$ cat src/design/stid_pkg.sv
`timescale 1ns / 1ps
// ----------------------------------------------------------------------------
// Sorted table package
// Item types, command and status codes shared by the sorted table modules.
// ----------------------------------------------------------------------------
package stid_pkg;

  localparam logic [1:0] CMD_INSERT = 2'd0;
  localparam logic [1:0] CMD_DELETE = 2'd1;
  localparam logic [1:0] CMD_DUMP   = 2'd2;

  localparam logic [1:0] ST_OK       = 2'd0;
  localparam logic [1:0] ST_FULL     = 2'd1;
  localparam logic [1:0] ST_NOTFOUND = 2'd2;
  localparam logic [1:0] ST_EMPTY    = 2'd3;

  // A dump never emits more than this many items.
  localparam int MAX_RESULTS = 16;

  typedef struct packed {
    logic [1:0]         command;
    logic signed [31:0] value;
  } in_item_t;

  typedef struct packed {
    logic [1:0]         status;
    logic signed [31:0] entry_value;
    logic [3:0]         position;
    logic               last;
    logic [4:0]         entry_count;
  } out_item_t;

  typedef struct packed {
    logic gt;
    logic eq;
  } cmp_res_t;

endpackage

$ cat src/design/stid_ram.sv
`timescale 1ns / 1ps
// ----------------------------------------------------------------------------
// Generic RAM
// One write port and one read port with a registered read.
// ----------------------------------------------------------------------------
module stid_ram #(
  parameter int WIDTH = 32,
  parameter int DEPTH = 16
) (
  input  logic                     clk,
  input  logic                     wr_en,
  input  logic [$clog2(DEPTH)-1:0] wr_addr,
  input  logic [WIDTH-1:0]         wr_data,
  input  logic                     rd_en,
  input  logic [$clog2(DEPTH)-1:0] rd_addr,
  output logic [WIDTH-1:0]         rd_data
);

  logic [WIDTH-1:0] mem [DEPTH];
  logic [WIDTH-1:0] rd_data_r;

  always_ff @(posedge clk) begin
    if (wr_en) begin
      mem[wr_addr] <= wr_data;
    end
    if (rd_en) begin
      rd_data_r <= mem[rd_addr];
    end
  end

  assign rd_data = rd_data_r;

endmodule

$ cat src/design/stid_cmp.sv
`timescale 1ns / 1ps
// ----------------------------------------------------------------------------
// Shared comparator
// Signed greater-than and equality of a stored entry against the operand.
// ----------------------------------------------------------------------------
module stid_cmp (
  input  logic signed [31:0] entry,
  input  logic signed [31:0] operand,
  output stid_pkg::cmp_res_t res
);
  import stid_pkg::*;

  always_comb begin
    res.gt = (entry > operand);
    res.eq = (entry == operand);
  end

endmodule

$ cat src/design/sorted_table_insert_delete.sv
`timescale 1ns / 1ps
// ----------------------------------------------------------------------------
// Sorted table with insert, delete and dump
// Keeps up to DEPTH signed values in ascending order in a RAM.
// ----------------------------------------------------------------------------
// The block takes one item at a time and holds in_ready low until that item
// is finished. All work goes through one RAM read port, one write port and one
// shared comparator, one entry per cycle but for dump steps that wait on the
// output. An insert moves each larger entry up one slot, from the top down, and
// then writes the value; a delete scans up for a match and moves every entry
// above it down; a dump emits one item per stored entry. Rejected commands and
// unused codes go straight to a status result. Each result is registered, and
// any step that produces a result waits while the output register still holds
// an earlier result that out_ready has not taken. A finished result sits there,
// so a new item can be accepted while it waits to be taken.
// ----------------------------------------------------------------------------
module sorted_table_insert_delete #(
  parameter int DEPTH = 16
) (
  input  logic                clk,
  input  logic                rst_n,
  input  logic                in_valid,
  output logic                in_ready,
  input  stid_pkg::in_item_t  in_data,
  output logic                out_valid,
  input  logic                out_ready,
  output stid_pkg::out_item_t out_data
);
  import stid_pkg::*;

  localparam int AW = $clog2(DEPTH);
  localparam int CW = $clog2(DEPTH + 1);

  localparam logic [2:0] S_IDLE      = 3'd0;
  localparam logic [2:0] S_INS_CMP   = 3'd1;
  localparam logic [2:0] S_INS_PUT   = 3'd2;
  localparam logic [2:0] S_DEL_SCAN  = 3'd3;
  localparam logic [2:0] S_DEL_SHIFT = 3'd4;
  localparam logic [2:0] S_DUMP      = 3'd5;
  localparam logic [2:0] S_EMIT      = 3'd6;

  logic [2:0]         state_r, state_nxt;
  logic [CW-1:0]      idx_r, idx_nxt;
  logic [CW-1:0]      count_r, count_nxt;
  logic signed [31:0] val_r, val_nxt;
  logic [1:0]         st_r, st_nxt;
  logic               out_valid_r, out_valid_nxt;
  out_item_t          out_data_r, out_data_nxt;

  logic          rd_en, wr_en;
  logic [AW-1:0] rd_addr, wr_addr;
  logic [31:0]   wr_data, rd_data;
  cmp_res_t      cmp;

  logic              slot_free;
  logic [CW-1:0]     count_m1, idx_m1, idx_m2, idx_p1, idx_p2;
  logic [CW+3:0]     idx_ext;
  logic [CW+4:0]     idx_p1_ext;
  logic [CW+4:0]     count_ext;
  logic [4:0]        count5;
  logic              dump_last;

  stid_ram #(
    .WIDTH(32),
    .DEPTH(DEPTH)
  ) u_ram (
    .clk    (clk),
    .wr_en  (wr_en),
    .wr_addr(wr_addr),
    .wr_data(wr_data),
    .rd_en  (rd_en),
    .rd_addr(rd_addr),
    .rd_data(rd_data)
  );

  stid_cmp u_cmp (
    .entry  ($signed(rd_data)),
    .operand(val_r),
    .res    (cmp)
  );

  assign slot_free  = !out_valid_r || out_ready;
  assign count_m1   = count_r - CW'(1);
  assign idx_m1     = idx_r - CW'(1);
  assign idx_m2     = idx_r - CW'(2);
  assign idx_p1     = idx_r + CW'(1);
  assign idx_p2     = idx_r + CW'(2);
  assign idx_ext    = {4'd0, idx_r};
  assign idx_p1_ext = {5'd0, idx_p1};
  assign count_ext  = {5'd0, count_r};
  assign count5     = count_ext[4:0];
  // A dump ends at the last stored entry or at the result limit.
  assign dump_last  = (idx_p1 == count_r) || (idx_p1_ext == (CW + 5)'(MAX_RESULTS));

  always_comb begin
    state_nxt     = state_r;
    idx_nxt       = idx_r;
    count_nxt     = count_r;
    val_nxt       = val_r;
    st_nxt        = st_r;
    out_valid_nxt = out_valid_r && !out_ready;
    out_data_nxt  = out_data_r;
    rd_en         = 1'b0;
    rd_addr       = '0;
    wr_en         = 1'b0;
    wr_addr       = idx_r[AW-1:0];
    wr_data       = rd_data;

    case (state_r)
      S_IDLE: begin
        if (in_valid) begin
          val_nxt = in_data.value;
          idx_nxt = '0;
          case (in_data.command)
            CMD_INSERT: begin
              if (count_r == CW'(DEPTH)) begin
                st_nxt    = ST_FULL;
                state_nxt = S_EMIT;
              end else if (count_r == '0) begin
                state_nxt = S_INS_PUT;
              end else begin
                rd_en     = 1'b1;
                rd_addr   = count_m1[AW-1:0];
                idx_nxt   = count_r;
                state_nxt = S_INS_CMP;
              end
            end
            CMD_DELETE: begin
              if (count_r == '0) begin
                st_nxt    = ST_EMPTY;
                state_nxt = S_EMIT;
              end else begin
                rd_en     = 1'b1;
                state_nxt = S_DEL_SCAN;
              end
            end
            CMD_DUMP: begin
              if (count_r == '0) begin
                st_nxt    = ST_EMPTY;
                state_nxt = S_EMIT;
              end else begin
                rd_en     = 1'b1;
                state_nxt = S_DUMP;
              end
            end
            default: begin
              st_nxt    = ST_OK;
              state_nxt = S_EMIT;
            end
          endcase
        end
      end

      S_INS_CMP: begin
        wr_en = 1'b1;
        if (cmp.gt) begin
          // Larger entry moves up one slot; keep walking down.
          idx_nxt = idx_m1;
          if (idx_r == CW'(1)) begin
            state_nxt = S_INS_PUT;
          end else begin
            rd_en   = 1'b1;
            rd_addr = idx_m2[AW-1:0];
          end
        end else begin
          wr_data   = val_r;
          count_nxt = count_r + CW'(1);
          st_nxt    = ST_OK;
          state_nxt = S_EMIT;
        end
      end

      S_INS_PUT: begin
        wr_en     = 1'b1;
        wr_data   = val_r;
        count_nxt = count_r + CW'(1);
        st_nxt    = ST_OK;
        state_nxt = S_EMIT;
      end

      S_DEL_SCAN: begin
        if (idx_p1 == count_r) begin
          if (cmp.eq) begin
            count_nxt = count_m1;
            st_nxt    = ST_OK;
          end else begin
            st_nxt    = ST_NOTFOUND;
          end
          state_nxt = S_EMIT;
        end else begin
          rd_en   = 1'b1;
          rd_addr = idx_p1[AW-1:0];
          if (cmp.eq) begin
            state_nxt = S_DEL_SHIFT;
          end else begin
            idx_nxt = idx_p1;
          end
        end
      end

      S_DEL_SHIFT: begin
        // The entry above the hole moves down into it.
        wr_en   = 1'b1;
        idx_nxt = idx_p1;
        if (idx_p2 == count_r) begin
          count_nxt = count_m1;
          st_nxt    = ST_OK;
          state_nxt = S_EMIT;
        end else begin
          rd_en   = 1'b1;
          rd_addr = idx_p2[AW-1:0];
        end
      end

      S_DUMP: begin
        if (slot_free) begin
          out_valid_nxt            = 1'b1;
          out_data_nxt.status      = ST_OK;
          out_data_nxt.entry_value = $signed(rd_data);
          out_data_nxt.position    = idx_ext[3:0];
          out_data_nxt.last        = dump_last;
          out_data_nxt.entry_count = count5;
          if (dump_last) begin
            state_nxt = S_IDLE;
          end else begin
            rd_en   = 1'b1;
            rd_addr = idx_p1[AW-1:0];
            idx_nxt = idx_p1;
          end
        end
      end

      S_EMIT: begin
        if (slot_free) begin
          out_valid_nxt            = 1'b1;
          out_data_nxt.status      = st_r;
          out_data_nxt.entry_value = '0;
          out_data_nxt.position    = '0;
          out_data_nxt.last        = 1'b1;
          out_data_nxt.entry_count = count5;
          state_nxt                = S_IDLE;
        end
      end

      default: begin
        state_nxt = S_IDLE;
      end
    endcase
  end

  always_ff @(posedge clk) begin
    if (!rst_n) begin
      state_r     <= S_IDLE;
      count_r     <= '0;
      out_valid_r <= 1'b0;
    end else begin
      state_r     <= state_nxt;
      count_r     <= count_nxt;
      out_valid_r <= out_valid_nxt;
    end
  end

  always_ff @(posedge clk) begin
    idx_r      <= idx_nxt;
    val_r      <= val_nxt;
    st_r       <= st_nxt;
    out_data_r <= out_data_nxt;
  end

  assign in_ready  = (state_r == S_IDLE);
  assign out_valid = out_valid_r;
  assign out_data  = out_data_r;

endmodule

$ cat config.mk
export PLATFORM = sky130hd
export DESIGN_NAME = sorted_table_insert_delete
export DESIGN_NICKNAME = d
export VERILOG_FILES = /design/src/design/stid_pkg.sv /design/src/design/stid_ram.sv /design/src/design/stid_cmp.sv /design/src/design/sorted_table_insert_delete.sv
export SDC_FILE = /design/constraint.sdc
export NUM_CORES = 1
export LEC_CHECK = 0
export CAP_MARGIN = 20
export CORE_ASPECT_RATIO = 1.25
export CORE_MARGIN = 8
export CORE_UTILIZATION = 50
export CTS_CLUSTER_SIZE = 25
export DETAILED_ROUTE_END_ITERATION = 6
export DONT_BUFFER_PORTS = 1
export PLACE_DENSITY = 0.71
export SYNTH_ARGS = -nofsm -noshare
export SYNTH_HDL_FRONTEND = slang
export SYNTH_SLANG_ARGS = --single-unit
$ cat constraint.sdc
create_clock -name clk -period 10.8 [get_ports clk]
set_clock_uncertainty 0.15 [all_clocks]
set_input_delay 0 -clock clk [delete_from_list [all_inputs] [get_ports clk]]
set_output_delay 0 -clock clk [all_outputs]
set_load 0.03 [all_outputs]
==> results.sh <==
export IMPL_synth_seq_cells=636
export IMPL_synthSimpleGateAreaFrac=0.0455
export IMPL_clockRootBuffer="clkbuf_16"
export IMPL_wl_met1_um=24700
export IMPL_dieWidth_um=221
export IMPL_yosysSeqAreaShare=0.725
export IMPL_grt_max_degree=135
export IMPL_synth_mux_area_frac=0.114
export IMPL_io_pins=84
export IMPL_crit_chain="inv_2 > nand2_1 > inv_2 > nand2_1 > inv_2 > nand2_1 > o221ai_1 > a21oi_4 > buf_12 > buf_4 > mux2i_1 > o22ai_1 > or4_1"
export IMPL_outcome="complete, no violations"
export IMPL_die_area_mm2=0.0600
export IMPL_final_common_cell="edfxtp_1"
export IMPL_dp_cells=2197
export IMPL_startpoint_type="register"
export IMPL_power_per_cell_area_mw_per_mm2=299
export IMPL_synth_ff_type="edfxtp_1"
export IMPL_vias=14501
export IMPL_cts_resized_gates=0
export IMPL_coreArea_mm2=0.0522
export IMPL_synthXorXnorAreaFrac=0.00869
export IMPL_syn_area_per_cell_um2=16.6
export IMPL_clk_latency_ps=630
export IMPL_synthCells=1576
export IMPL_hold_slack_ps=50.4
export IMPL_grt_first_pass_wirelength_um=92000
export IMPL_antenna_found_initial=1
export IMPL_place_gp_congestion=0.919
export IMPL_routedWlPerCell_um=26.5
export IMPL_crit_fanout=134
export IMPL_fin_crit_sh=0.551
export IMPL_antenna_left=0
export IMPL_slowest_delay_ps=920
export IMPL_finalMaxSlewViolations=0
export IMPL_chipHeight_um=272
export IMPL_hold_path_class="input pin to register"
export IMPL_syn_nets=1661
export IMPL_wl_met2_um=32100
export IMPL_period_needed_ps=5960
export IMPL_fp_row_count=94
export IMPL_final_cell_mix="edfxtp_1 (627), mux2i_1 (262), o22ai_1 (129), dlygate4sd3_1 (72), clkbuf_16 (58)"
export IMPL_layout_drive_gt1_share=0.111
export IMPL_yosys_cell_types_count=73
export IMPL_hold_depth=3
export IMPL_grt_remaining_overflow=0
export IMPL_vias_per_cell=6.10
export IMPL_dr_wl_met3_um=4430
export IMPL_rsz0062_at_grt="no"
export IMPL_post_cts_setup_buffers=0
export IMPL_synth_area_mm2=0.0262
export IMPL_top_layer="met4"
export IMPL_cts_tree="done"
export IMPL_critPathBufInv=5
export IMPL_htreeDepth=2
export IMPL_grt_pass1_vias=14556
export IMPL_maxCapViolCount=0
export IMPL_synthAdderAreaFrac=0.0224
export IMPL_route_detailed_drc=0
export IMPL_end_kind="register"
export IMPL_area_growth_pct=13.3
export IMPL_drt_first_iter_violations=1526
export IMPL_nNetsFinal=1742
export IMPL_fill_cells=3929
export IMPL_wirelength_um=63100
export IMPL_synth_top_family_by_area="multiplexers"
export IMPL_setup_viol=0
export IMPL_synth_compound_area_frac=0.0604
export IMPL_numPortBuffers=0
export IMPL_hold_buffers=72
export IMPL_cp_arrival_ps=6170
export IMPL_hold_viol=0
export IMPL_start_util=0.502
export IMPL_fmax_mhz=168
export IMPL_place_hpwl_um=33800
export IMPL_required_ps=11010
export IMPL_grt_usage=0.207
export IMPL_tns_ps=0
export IMPL_cts_buffers=57
export IMPL_drt_pre_antenna_iters=5
export IMPL_final_cells=2377
export IMPL_slew_headroom=0.216
export IMPL_worstMarginPinSlew_ps=1170
export IMPL_ys_warn_count=0
export IMPL_crit_family="buffers and inverters"
export IMPL_path_class="register to register"
export IMPL_vdd_drop_max_mv=0.213
export IMPL_final_util=0.569
export IMPL_path_clk_slew_ps=70
export IMPL_clock_sinks=636
export IMPL_worst_r2r_cell_count=13
export IMPL_crit_path_top_delay_cell="dfxtp_1"
export IMPL_synth_async_sr_flop_share=0
export IMPL_synth_edf_count=627
export IMPL_power_leakage_nw=11.4
export IMPL_cp_depth=13
export IMPL_clock_path_buffers=3
## cells by family after synthesis
kind of cell,Yosys count
adder cells (fa/ha/maj),47
XOR/XNOR,21
AND/OR/NAND/NOR,215
buffers and inverters,131
multiplexers,295
AO/OA/AOI/OAI,231
flip-flops,636
## cells in the mapped netlist, drive strengths merged (6+ instances only)
cell type,instances,area share
clkbuf,11,0.0016
mux2,33,0.014
dfxtp,9,0.0069
a21oi,23,0.0045
o22ai,129,0.031
xnor2,8,0.0027
ha,47,0.022
a31oi,10,0.0026
nor2b,6,0.0014
nand3,18,0.0047
nand2,39,0.0056
a21o,6,0.0020
buf,71,0.015
nor2,45,0.0065
o21ai,12,0.0023
or4,32,0.0092
a211oi,7,0.0020
mux2i,262,0.10
inv,49,0.0070
xor2,10,0.0033
and2,39,0.0093
nand4,7,0.0017
nor3,14,0.0031
edfxtp,627,0.72
## registers in the layout (all words and copies together) (netlist names)
name and count:
out_data 44, idx_r 5, u_ram.rd_data 32, u_ram.mem 512, st_r 2, state_r 3, val_r 32, out_valid 1
count5 5
## metal layers
layer  GRT usage  vias to the layer above
met5           0                        -
met4      0.0750                        0
met3      0.0334                      150
met2       0.357                      655
met1       0.262                     7322
li1            -                     6374
## per-stage QoR
step	total power [mW]	worst slack (ps)	area [um^2]
floorplan	5.89	4800	26200
global placement	6.68	4920	27000
detailed placement	6.78	4820	27000
CTS	8.88	4820	29700
global route	9.25	4580	29700
finish	8.89	4840	29700
## report_power, final
group	internal [mW]	switching, mW
Clock	1.21	0.887
Combinational	0.983	1.86
Sequential	3.66	0.293
Total	5.85	3.04
## tightest hold or removal path, stage by stage
cell and delay [ps]:
nand2_1 100, o311ai_2 90, buf_4 350
## cell type report
class	count	area [um^2]	share of cell area
clock inverter	34	433	0.0146
timing repair buffer	104	1000	0.0337
tap	672	841	0.0283
multi-input combinational	809	6730	0.226
inverter	49	184	0.00619
antenna	1	2.50	0.0000843
sequential	636	19000	0.640
clock buffer	72	1500	0.0506
## worst paths after layout
| check | start | endpoint | slack [ps] |
|---|---|---|---|
| worst max register to register | state_r[2] | u_ram.rd_data[8] | 4840 |
| worst min-delay path | in_valid | u_ram.rd_data[7] | 50 |
| worst max-delay path | state_r[2] | u_ram.rd_data[8] | 4840 |
| worst min register to register | st_r[0] | out_data[42] | 420 |
(Power assumes the default switching activity.)
